## config.mk

```make
export PLATFORM = sky130hd
export DESIGN_NAME = door_access_code_lock_controller
export DESIGN_NICKNAME = d
export VERILOG_FILES = /design/src/hw/rtl/dacl_pkg.sv /design/src/hw/rtl/dacl_step.sv /design/src/hw/rtl/door_access_code_lock_controller.sv
export SDC_FILE = /design/constraint.sdc
export NUM_CORES = 1
export LEC_CHECK = 0
export ABC_AREA = 0
export BUFFER_PORTS_ARGS = -buffer_cell sky130_fd_sc_hd__buf_2
export CAP_MARGIN = 20
export CORE_ASPECT_RATIO = 1.4
export CORE_MARGIN = 3
export CORE_UTILIZATION = 61
export CTS_CLUSTER_SIZE = 24
export DETAILED_ROUTE_END_ITERATION = 8
export PLACE_DENSITY_LB_ADDON = 0.2
export SETUP_SLACK_MARGIN = 0.15
export SLEW_MARGIN = 20
export SYNTH_ARGS = -nofsm -noshare
export SYNTH_HDL_FRONTEND = slang
export SYNTH_SLANG_ARGS = --single-unit
```

## constraint.sdc

```tcl
create_clock -name clk -period 7.7 [get_ports clk]
set_input_delay 0.77 -clock clk [delete_from_list [all_inputs] [get_ports clk]]
set_output_delay 0.77 -clock clk [all_outputs]
set_load 0.02 [all_outputs]
```

## src/hw/rtl/dacl_pkg.sv

```systemverilog
package dacl_pkg;

  // Event codes carried in the operation field.
  localparam logic [1:0] OP_KEY    = 2'd0;
  localparam logic [1:0] OP_CARD   = 2'd1;
  localparam logic [1:0] OP_SENSOR = 2'd2;
  localparam logic [1:0] OP_TICK   = 2'd3;

  // Door states.
  localparam logic [2:0] ST_IDLE        = 3'd0;
  localparam logic [2:0] ST_AWAIT_CARD  = 3'd1;
  localparam logic [2:0] ST_ALLOWED     = 3'd2;
  localparam logic [2:0] ST_CARD_FAILED = 3'd3;
  localparam logic [2:0] ST_ENTERING    = 3'd4;
  localparam logic [2:0] ST_CODE_WRONG  = 3'd5;

  // Code verdicts.
  localparam logic [1:0] VERDICT_PENDING = 2'd0;
  localparam logic [1:0] VERDICT_WRONG   = 2'd1;
  localparam logic [1:0] VERDICT_RIGHT   = 2'd2;

  // Configuration register indexes.
  localparam logic CFG_PASS_CODE      = 1'b0;
  localparam logic CFG_TIMEOUT_PERIOD = 1'b1;

  localparam int unsigned CodeWidth    = 24;
  localparam int unsigned PeriodWidth  = 16;
  localparam int unsigned CfgWidth     = 24;
  localparam int unsigned StoredDigits = CodeWidth / 4;

  localparam logic [CodeWidth-1:0]   PASS_CODE_RESET      = 24'hB8FC28;
  localparam logic [PeriodWidth-1:0] TIMEOUT_PERIOD_RESET = 16'd1000;

  // x / 5 for any 16-bit x equals (x * 52429) >> 18.
  localparam logic [15:0] FIFTH_MUL   = 16'd52429;
  localparam int unsigned FifthShift  = 18;

  // Keypad digit, indexed by {row, column}.
  localparam logic [3:0] KEYPAD_DIGIT [0:15] = '{
    4'h1, 4'h2, 4'h3, 4'h4,
    4'h5, 4'h6, 4'h7, 4'h8,
    4'h9, 4'h0, 4'hA, 4'hB,
    4'hC, 4'hD, 4'hE, 4'hF
  };

  // Controller state other than the digit store and the digit count.
  typedef struct packed {
    logic [2:0]             access_state;
    logic                   relay_drive;
    logic                   presence_flag;
    logic [1:0]             verdict;
    logic [PeriodWidth-1:0] timer_left;
    logic                   timer_active;
  } dacl_status_t;

  // Code digit at a position; positions past the stored code compare with 0.
  function automatic logic [3:0] code_digit(logic [CodeWidth-1:0] code,
                                            logic [3:0] pos);
    logic [3:0] d;
    case (pos)
      4'd0:    d = code[3:0];
      4'd1:    d = code[7:4];
      4'd2:    d = code[11:8];
      4'd3:    d = code[15:12];
      4'd4:    d = code[19:16];
      4'd5:    d = code[23:20];
      default: d = 4'h0;
    endcase
    return d;
  endfunction

endpackage

```

## src/hw/rtl/dacl_step.sv

```systemverilog
// Next-state logic for one event word.
module dacl_step #(
  parameter int unsigned CODE_DIGITS = 6,
  parameter int unsigned CntWidth    = 3,
  parameter int unsigned IdxWidth    = 3
) (
  input  dacl_pkg::dacl_status_t             st,
  input  logic [CntWidth-1:0]                cnt,
  input  logic [CODE_DIGITS*4-1:0]           digits,
  input  logic [dacl_pkg::CodeWidth-1:0]     pass_code,
  input  logic [dacl_pkg::PeriodWidth-1:0]   timeout_period,
  input  logic [1:0]                         operation,
  input  logic [1:0]                         key_row,
  input  logic [1:0]                         key_column,
  input  logic                               card_ok,
  input  logic                               sensor_state,
  input  logic                               line_level,
  output dacl_pkg::dacl_status_t             st_nxt,
  output logic [CntWidth-1:0]                cnt_nxt,
  output logic                               dig_we,
  output logic [IdxWidth-1:0]                dig_idx,
  output logic [3:0]                         dig_val,
  output logic                               fired
);

  logic [31:0]                       fifth_prod;
  logic [dacl_pkg::PeriodWidth-1:0]  fifth;
  logic [dacl_pkg::PeriodWidth-1:0]  reload;
  logic                              match;
  logic [3:0]                        cur_digit;

  assign fifth_prod = 32'(timeout_period) * 32'(dacl_pkg::FIFTH_MUL);
  assign fifth      = dacl_pkg::PeriodWidth'(fifth_prod[31:dacl_pkg::FifthShift]);
  assign dig_val    = dacl_pkg::KEYPAD_DIGIT[{key_row, key_column}];
  assign dig_idx    = cnt[IdxWidth-1:0];

  always_comb begin
    st_nxt  = st;
    cnt_nxt = cnt;
    dig_we  = 1'b0;
    fired   = 1'b0;
    match   = 1'b1;
    reload  = timeout_period;
    cur_digit = 4'h0;
    case (operation)
      dacl_pkg::OP_KEY: begin
        if (cnt < CntWidth'(CODE_DIGITS)) begin
          dig_we  = 1'b1;
          cnt_nxt = cnt + CntWidth'(1);
        end
        // Compare with the digit just written folded in.
        for (int i = 0; i < CODE_DIGITS; i++) begin
          cur_digit = (dig_we && dig_idx == IdxWidth'(i)) ? dig_val : digits[4*i +: 4];
          if (cur_digit != dacl_pkg::code_digit(pass_code, 4'(i))) begin
            match = 1'b0;
          end
        end
        if (cnt_nxt >= CntWidth'(CODE_DIGITS)) begin
          st_nxt.verdict = match ? dacl_pkg::VERDICT_RIGHT : dacl_pkg::VERDICT_WRONG;
        end
        case (st_nxt.verdict)
          dacl_pkg::VERDICT_RIGHT: begin
            reload              = {1'b0, timeout_period[dacl_pkg::PeriodWidth-1:1]};
            st_nxt.access_state = dacl_pkg::ST_ALLOWED;
            st_nxt.relay_drive  = 1'b1;
          end
          dacl_pkg::VERDICT_WRONG: begin
            reload              = fifth;
            st_nxt.access_state = dacl_pkg::ST_CODE_WRONG;
          end
          default: begin
            reload              = timeout_period;
            st_nxt.access_state = dacl_pkg::ST_ENTERING;
          end
        endcase
        st_nxt.timer_left   = (reload == '0) ? dacl_pkg::PeriodWidth'(1) : reload;
        st_nxt.timer_active = 1'b1;
      end
      dacl_pkg::OP_CARD: begin
        if (st.presence_flag) begin
          st_nxt.access_state = card_ok ? dacl_pkg::ST_ALLOWED : dacl_pkg::ST_CARD_FAILED;
          st_nxt.relay_drive  = card_ok;
        end
      end
      dacl_pkg::OP_SENSOR: begin
        if (sensor_state && line_level) begin
          st_nxt.presence_flag = 1'b1;
          st_nxt.access_state  = dacl_pkg::ST_AWAIT_CARD;
        end else if (!sensor_state && !line_level) begin
          st_nxt.presence_flag = 1'b0;
          st_nxt.access_state  = dacl_pkg::ST_IDLE;
          st_nxt.relay_drive   = 1'b0;
        end
      end
      default: begin
        if (st.timer_active) begin
          if (st.timer_left <= dacl_pkg::PeriodWidth'(1)) begin
            st_nxt.timer_left   = '0;
            st_nxt.timer_active = 1'b0;
            fired               = 1'b1;
            if (st.verdict == dacl_pkg::VERDICT_RIGHT) begin
              if (!st.presence_flag) begin
                st_nxt.access_state = dacl_pkg::ST_IDLE;
                st_nxt.relay_drive  = 1'b0;
              end
            end else if (st.verdict == dacl_pkg::VERDICT_WRONG) begin
              if (st.presence_flag) begin
                st_nxt.access_state = dacl_pkg::ST_AWAIT_CARD;
              end else begin
                st_nxt.access_state = dacl_pkg::ST_IDLE;
                st_nxt.relay_drive  = 1'b0;
              end
            end
            cnt_nxt        = '0;
            st_nxt.verdict = dacl_pkg::VERDICT_PENDING;
          end else begin
            st_nxt.timer_left = st.timer_left - dacl_pkg::PeriodWidth'(1);
          end
        end
      end
    endcase
  end

endmodule

```

## src/hw/rtl/door_access_code_lock_controller.sv

```systemverilog
// Door access controller: keypad, card verdict, presence and tick events.
// Input channel: in_valid/in_stall carry one event word (operation plus its
// key, card and sensor fields). Result channel: out_valid/out_stall carry one
// status word per event, showing the door state after that event.
// Configuration: cfg_we writes cfg_wdata to register cfg_index (0 pass code,
// 1 timeout period); the user must make writes only while no event is in
// flight, which the block itself does not enforce. An accepted event waits
// in the input register while the state update feeds the result register,
// which holds the status word. Throughput is one event per cycle while the
// receiver does not stall.
// When the receiver stalls, the status word holds and the event behind it
// waits in the input register; in_stall rises only once both are full, and
// drops in the cycle the result is taken.
// A synchronous reset (rst_n low) clears the controller to idle with no
// digits held, the timer stopped, relay off and both channels empty; the
// configuration registers return to their reset values. The digit store is
// not cleared: a code is only compared once every position is written.
module door_access_code_lock_controller #(
  parameter int unsigned CODE_DIGITS = 6
) (
  input  logic                              clk,
  input  logic                              rst_n,
  input  logic                              in_valid,
  output logic                              in_stall,
  input  logic [1:0]                        in_operation,
  input  logic [1:0]                        in_key_row,
  input  logic [1:0]                        in_key_column,
  input  logic                              in_card_ok,
  input  logic                              in_sensor_state,
  input  logic                              in_line_level,
  output logic                              out_valid,
  input  logic                              out_stall,
  output logic [2:0]                        out_door_state,
  output logic                              out_relay_on,
  output logic                              out_person_here,
  output logic [2:0]                        out_digits_entered,
  output logic [1:0]                        out_code_verdict,
  output logic                              out_timeout_fired,
  input  logic                              cfg_we,
  input  logic                              cfg_index,
  input  logic [dacl_pkg::CfgWidth-1:0]     cfg_wdata
);

  // The count must reach CODE_DIGITS itself; the store index need not.
  localparam int unsigned CntWidth = $clog2(CODE_DIGITS + 1);
  localparam int unsigned IdxWidth = (CODE_DIGITS > 1) ? $clog2(CODE_DIGITS) : 1;

  // Configuration registers.
  logic [dacl_pkg::CodeWidth-1:0]   pass_code_r;
  logic [dacl_pkg::PeriodWidth-1:0] timeout_period_r;

  // Controller state.
  dacl_pkg::dacl_status_t st_r, st_nxt;
  logic [CntWidth-1:0]    cnt_r, cnt_nxt;
  logic [3:0]             digit_r [CODE_DIGITS];
  logic [CODE_DIGITS*4-1:0] digits_flat;

  // Input register.
  logic       in_vld_r;
  logic [1:0] op_r;
  logic [1:0] row_r;
  logic [1:0] col_r;
  logic       card_r;
  logic       sensor_r;
  logic       level_r;

  // Result register.
  logic       out_vld_r;
  logic [2:0] door_r;
  logic       relay_r;
  logic       person_r;
  logic [2:0] digits_r;
  logic [1:0] verdict_r;
  logic       fired_r;

  logic                in_take;
  logic                advance;
  logic                dig_we;
  logic [IdxWidth-1:0] dig_idx;
  logic [3:0]          dig_val;
  logic                fired;

  // An event moves into the result register whenever that register is empty
  // or its word is being taken in this cycle.
  assign advance  = in_vld_r && (!out_vld_r || !out_stall);
  assign in_stall = in_vld_r && !advance;
  assign in_take  = in_valid && !in_stall;

  always_comb begin
    for (int i = 0; i < CODE_DIGITS; i++) begin
      digits_flat[4*i +: 4] = digit_r[i];
    end
  end

  dacl_step #(
    .CODE_DIGITS (CODE_DIGITS),
    .CntWidth    (CntWidth),
    .IdxWidth    (IdxWidth)
  ) u_step (
    .st             (st_r),
    .cnt            (cnt_r),
    .digits         (digits_flat),
    .pass_code      (pass_code_r),
    .timeout_period (timeout_period_r),
    .operation      (op_r),
    .key_row        (row_r),
    .key_column     (col_r),
    .card_ok        (card_r),
    .sensor_state   (sensor_r),
    .line_level     (level_r),
    .st_nxt         (st_nxt),
    .cnt_nxt        (cnt_nxt),
    .dig_we         (dig_we),
    .dig_idx        (dig_idx),
    .dig_val        (dig_val),
    .fired          (fired)
  );

  // Configuration writes.
  always_ff @(posedge clk) begin
    if (!rst_n) begin
      pass_code_r      <= dacl_pkg::PASS_CODE_RESET;
      timeout_period_r <= dacl_pkg::TIMEOUT_PERIOD_RESET;
    end else if (cfg_we) begin
      case (cfg_index)
        dacl_pkg::CFG_PASS_CODE:      pass_code_r      <= cfg_wdata[dacl_pkg::CodeWidth-1:0];
        dacl_pkg::CFG_TIMEOUT_PERIOD: timeout_period_r <= cfg_wdata[dacl_pkg::PeriodWidth-1:0];
        default: ;
      endcase
    end
  end

  // Control state and handshake flags.
  always_ff @(posedge clk) begin
    if (!rst_n) begin
      st_r      <= '{access_state: dacl_pkg::ST_IDLE, verdict: dacl_pkg::VERDICT_PENDING,
                     default: '0};
      cnt_r     <= '0;
      in_vld_r  <= 1'b0;
      out_vld_r <= 1'b0;
    end else begin
      if (advance) begin
        st_r  <= st_nxt;
        cnt_r <= cnt_nxt;
      end
      if (in_take) begin
        in_vld_r <= 1'b1;
      end else if (advance) begin
        in_vld_r <= 1'b0;
      end
      if (advance) begin
        out_vld_r <= 1'b1;
      end else if (!out_stall) begin
        out_vld_r <= 1'b0;
      end
    end
  end

  // Payload registers and the digit store carry no reset.
  always_ff @(posedge clk) begin
    if (in_take) begin
      op_r     <= in_operation;
      row_r    <= in_key_row;
      col_r    <= in_key_column;
      card_r   <= in_card_ok;
      sensor_r <= in_sensor_state;
      level_r  <= in_line_level;
    end
    if (advance && dig_we) begin
      digit_r[dig_idx] <= dig_val;
    end
    if (advance) begin
      door_r    <= st_nxt.access_state;
      relay_r   <= st_nxt.relay_drive;
      person_r  <= st_nxt.presence_flag;
      digits_r  <= 3'(cnt_nxt);
      verdict_r <= st_nxt.verdict;
      fired_r   <= fired;
    end
  end

  assign out_valid          = out_vld_r;
  assign out_door_state     = door_r;
  assign out_relay_on       = relay_r;
  assign out_person_here    = person_r;
  assign out_digits_entered = digits_r;
  assign out_code_verdict   = verdict_r;
  assign out_timeout_fired  = fired_r;

endmodule

```

==> summary.md <==
| Metric | Value |
|---|---|
| Max Used Layer | `met4` |
| Static Leak | `5.538 nW` |
| Post-CTS Hold Buffers | `0` |
| Routed wl met2 | `14.93 mm` |
| I/O pins | `52` |
| Syn Std Cell Area | `0.01069 mm2` |
| Final TNS setup | `0 ns` |
| Placer Congestion | `0.9826` |
| Initial core utilization | `63.02%` |
| Root Buffer | `clkbuf_16` |
| Sequential fraction of the synthesis area | `25.29%` |
| CP max stage cell | `dfxtp_1` |
| Clk pwr share | `20.6%` |
| Synth cell types | `69` |
| Row count | `56` |
| Final Hold Fails | `0` |
| Initial DRT Pass Iterations | `6` |
| Synth Net Count | `1,470` |
| Largest net degree at the start of global routing | `39` |
| Synth cell count leaders | `inv_1, nand2_1, ha_1` |
| Post-synthesis cell count | `1,207` |
| GRT overflow | `0` |
| Routed Antenna Nets | `0` |
| Dpl hpwl | `22.57 mm` |
| Post-placement cell count | `1,449` |
| Asr flop ratio synth | `0%` |
| Max-slew violations | `0` |
| Core Box Area | `0.01696 mm2` |
| Crit Path Max Fanout | `10` |
| Die ar. | `0.01916 mm2` |
| Dominant synthesized flop cell | `dfxtp_1` |
| Critical setup path kind | `register to register` |
| Combinational Power Share | `62.0%` |
| Hold Slack | `0.4620 ns` |
| Number of buffers created by CTS | `17` |
| YS warnings | `0` |
| Int Pwr | `1.999 mW` |
| Share of cells above drive strength 1 | `8.407%` |
| DRC | `0` |
| Post-Place Cell Area | `0.01110 mm2` |
| Clk slew on worst S/H paths | `0.06 ns` |
| Nets | `1,499` |
| Crit path DAT | `6.79 ns` |
| Sw frac | `48.38%` |
| RSZ-0062 raised after global routing | `false` |
| Post-Route M1 WL | `10.38 mm` |
| Post-CTS setup buffer count | `0` |
| CTS H-tree depth | `4` |
| Total routed wirelength | `28.67 mm` |
| Critical Path Most Common Cell | `fa_1` |
| Avg WL per Cell | `19.36 um` |
| Sequential fraction of design power | `17.5%` |
| Most frequent cell after synthesis | `inv_1` |
| Power Density | `331.0 mW/mm2` |
| Path type of the worst min-delay path | `register to register` |
| Die width | `117.9 um` |
| NetSw | `1.874 mW` |
| Crit. End Element | `register` |
| Least-Margin Pin Slew | `1.003 ns` |
| Synth top area cells | `ha_1, fa_1, dfxtp_1` |
| Initial antenna violation count | `0` |
| Drt initial violations | `730` |
| FILL cells | `1,386` |
| Status | `finished, final reports clean` |
| Fin area | `0.01170 mm2` |
| Port bufs | `51` |
| Yosys top cell by area | `ha_1` |
| # clock sinks | `113` |
| Maxcap violations | `0` |
| Max IR drop VDD | `0.2765 mV` |
| Vias in the first global route | `9,091` |
| Final Cycle Share | `84.14%` |
| Register bit count reported by yosys | `113` |
| CTS resizes | `0` |
| Relative slew slack | `31.20%` |
| Final core utilization | `69.00%` |
| CTS tree | `yes` |
| Routed vias/inst | `6.008` |
| Setup-failing EPs final | `0` |
| Avg Inst Size Synth | `8.853 um2` |
| Final Non-Filler Cells | `1,481` |
| Detailed-route via count | `8,898` |
| Share of the synthesized area in the top cell type | `17.21%` |
| Final worst path period need | `6.479 ns` |
| Post-synth EDFFs | `44` |
| Syn-to-layout area delta | `9.497%` |
| First-pass GRT wire length | `46.29 mm` |
| Die Y | `162.6 um` |
| Met3 wire length | `1.315 mm` |
| Worst EP required | `8.01 ns` |
| Skew-Pair Late Insertion Delay | `0.42 ns` |
| Skew final | `0.01474 ns` |
| CP Launch Type | `register` |
| Footprint of the multi-input gates | `0.007194 mm2` |
| FF/Latch Area | `0.002703 mm2` |
| Crit path largest cell delay | `0.67 ns` |
| Ant diodes | `0` |
| All-Layer GR Usage | `30.73%` |
| Buffer depth of the longest clock path | `2` |
| Worst-path cell chain | `ha_1, xor2_1, ha_1, a21oi_1, fa_1, fa_1, fa_1, inv_1, fa_1, ha_1, a21oi_1, o21ai_0, nor2_1, nand4_1, a311oi_1, xnor2_1, a221oi_1, o221ai_1, o211a_1` |
| Highest clock rate | `154.4 MHz` |
==> cell usage in the layout, fill, tap and decap left out, types with 7 or more instances in the layout <==
cell type	synthesis	routed
a21oi_1	92	92
buf_2	4	51
clkbuf_16	0	18
dfxtp_1	69	69
edfxtp_1	44	44
fa_1	77	77
ha_1	147	147
inv_1	161	161
mux2i_1	23	23
nand2_1	156	156
nand2b_1	11	11
nand3_1	32	32
nand4_1	16	16
nor2_1	62	62
nor2b_1	15	15
nor3_1	16	15
nor4_1	7	7
o211ai_1	7	7
o21ai_0	43	43
o221ai_1	7	7
o22ai_1	7	7
xnor2_1	12	12
xor2_1	43	43
==> layer usage <==
metal  vias to the layer above  track usage, %
met5                         -               0
met4                         0           20.59
met3                       107           3.440
met2                       340           56.40
met1                      4259           33.27
li1                       4192               -
==> cell type report <==
| class | instances | area share, % |
|---|---|---|
| inverter | 163 | 5.229 |
| sequential | 113 | 23.10 |
| clock buffer | 18 | 3.850 |
| multi-input combinational | 884 | 61.49 |
| tap | 232 | 2.481 |
| clock inverter | 14 | 1.283 |
| timing repair buffer | 57 | 2.567 |
==> critical path: cells and delay by family (launching register included) <==
kind | cells | cell delay (ns)
flops | 1 | 0.67
simple gates | 2 | 0.44
xor+xnor | 2 | 0.28
fa+ha+maj | 7 | 2.99
compound gates | 7 | 1.92
buf+inv | 1 | 0.06
==> stage by stage <==
stage	setup WS (ns)	power, mW
global placement	1.307	3.039
finish	1.221	3.873
CTS	1.287	3.851
floorplan	2.149	2.373
detailed placement	1.342	3.040
global route	0.9234	4.164
==> power by group through the flow <==
stage                     registers [mW]  clock network (mW)  logic [mW]
after floorplan                    0.680                   0        1.69
after global placement             0.687                   0        2.35
after detailed placement           0.688                   0        2.35
after CTS                          0.676               0.799        2.38
after global routing               0.680               0.825        2.66
final                              0.677               0.796        2.40
==> registers in the layout (all words and copies together) (netlist names), 2 cells and up <==
signal              flops
row_r                   2
out_door_state          3
out_digits_entered      3
digit_r                24
st_r                   24
timeout_period_r       16
out_code_verdict        2
pass_code_r            24
cnt_r                   3
op_r                    2
col_r                   2
==> cells by family after synthesis <==
kind of cell / after synthesis / share of synthesized area [%]
flip-flops: 113 / 25.29
adder cells (fa/ha/maj): 225 / 31.73
AO/OA/AOI/OAI: 232 / 13.76
buffers and inverters: 210 / 7.424
multiplexers: 26 / 2.471
AND/OR/NAND/NOR: 346 / 14.81
XOR/XNOR: 55 / 4.508
==> final timing paths <==
check,endpoint,cells past startpoint,start,slack [ns]
worst max-delay path,st_r[10],19,timeout_period_r[3],1.22
worst min-delay path,st_r[20],2,st_r[20],0.46
worst max register to register,st_r[10],19,timeout_period_r[3],1.22
worst min register to register,st_r[20],2,st_r[20],0.46
Note: power is estimated with default switching activity, not from simulation.
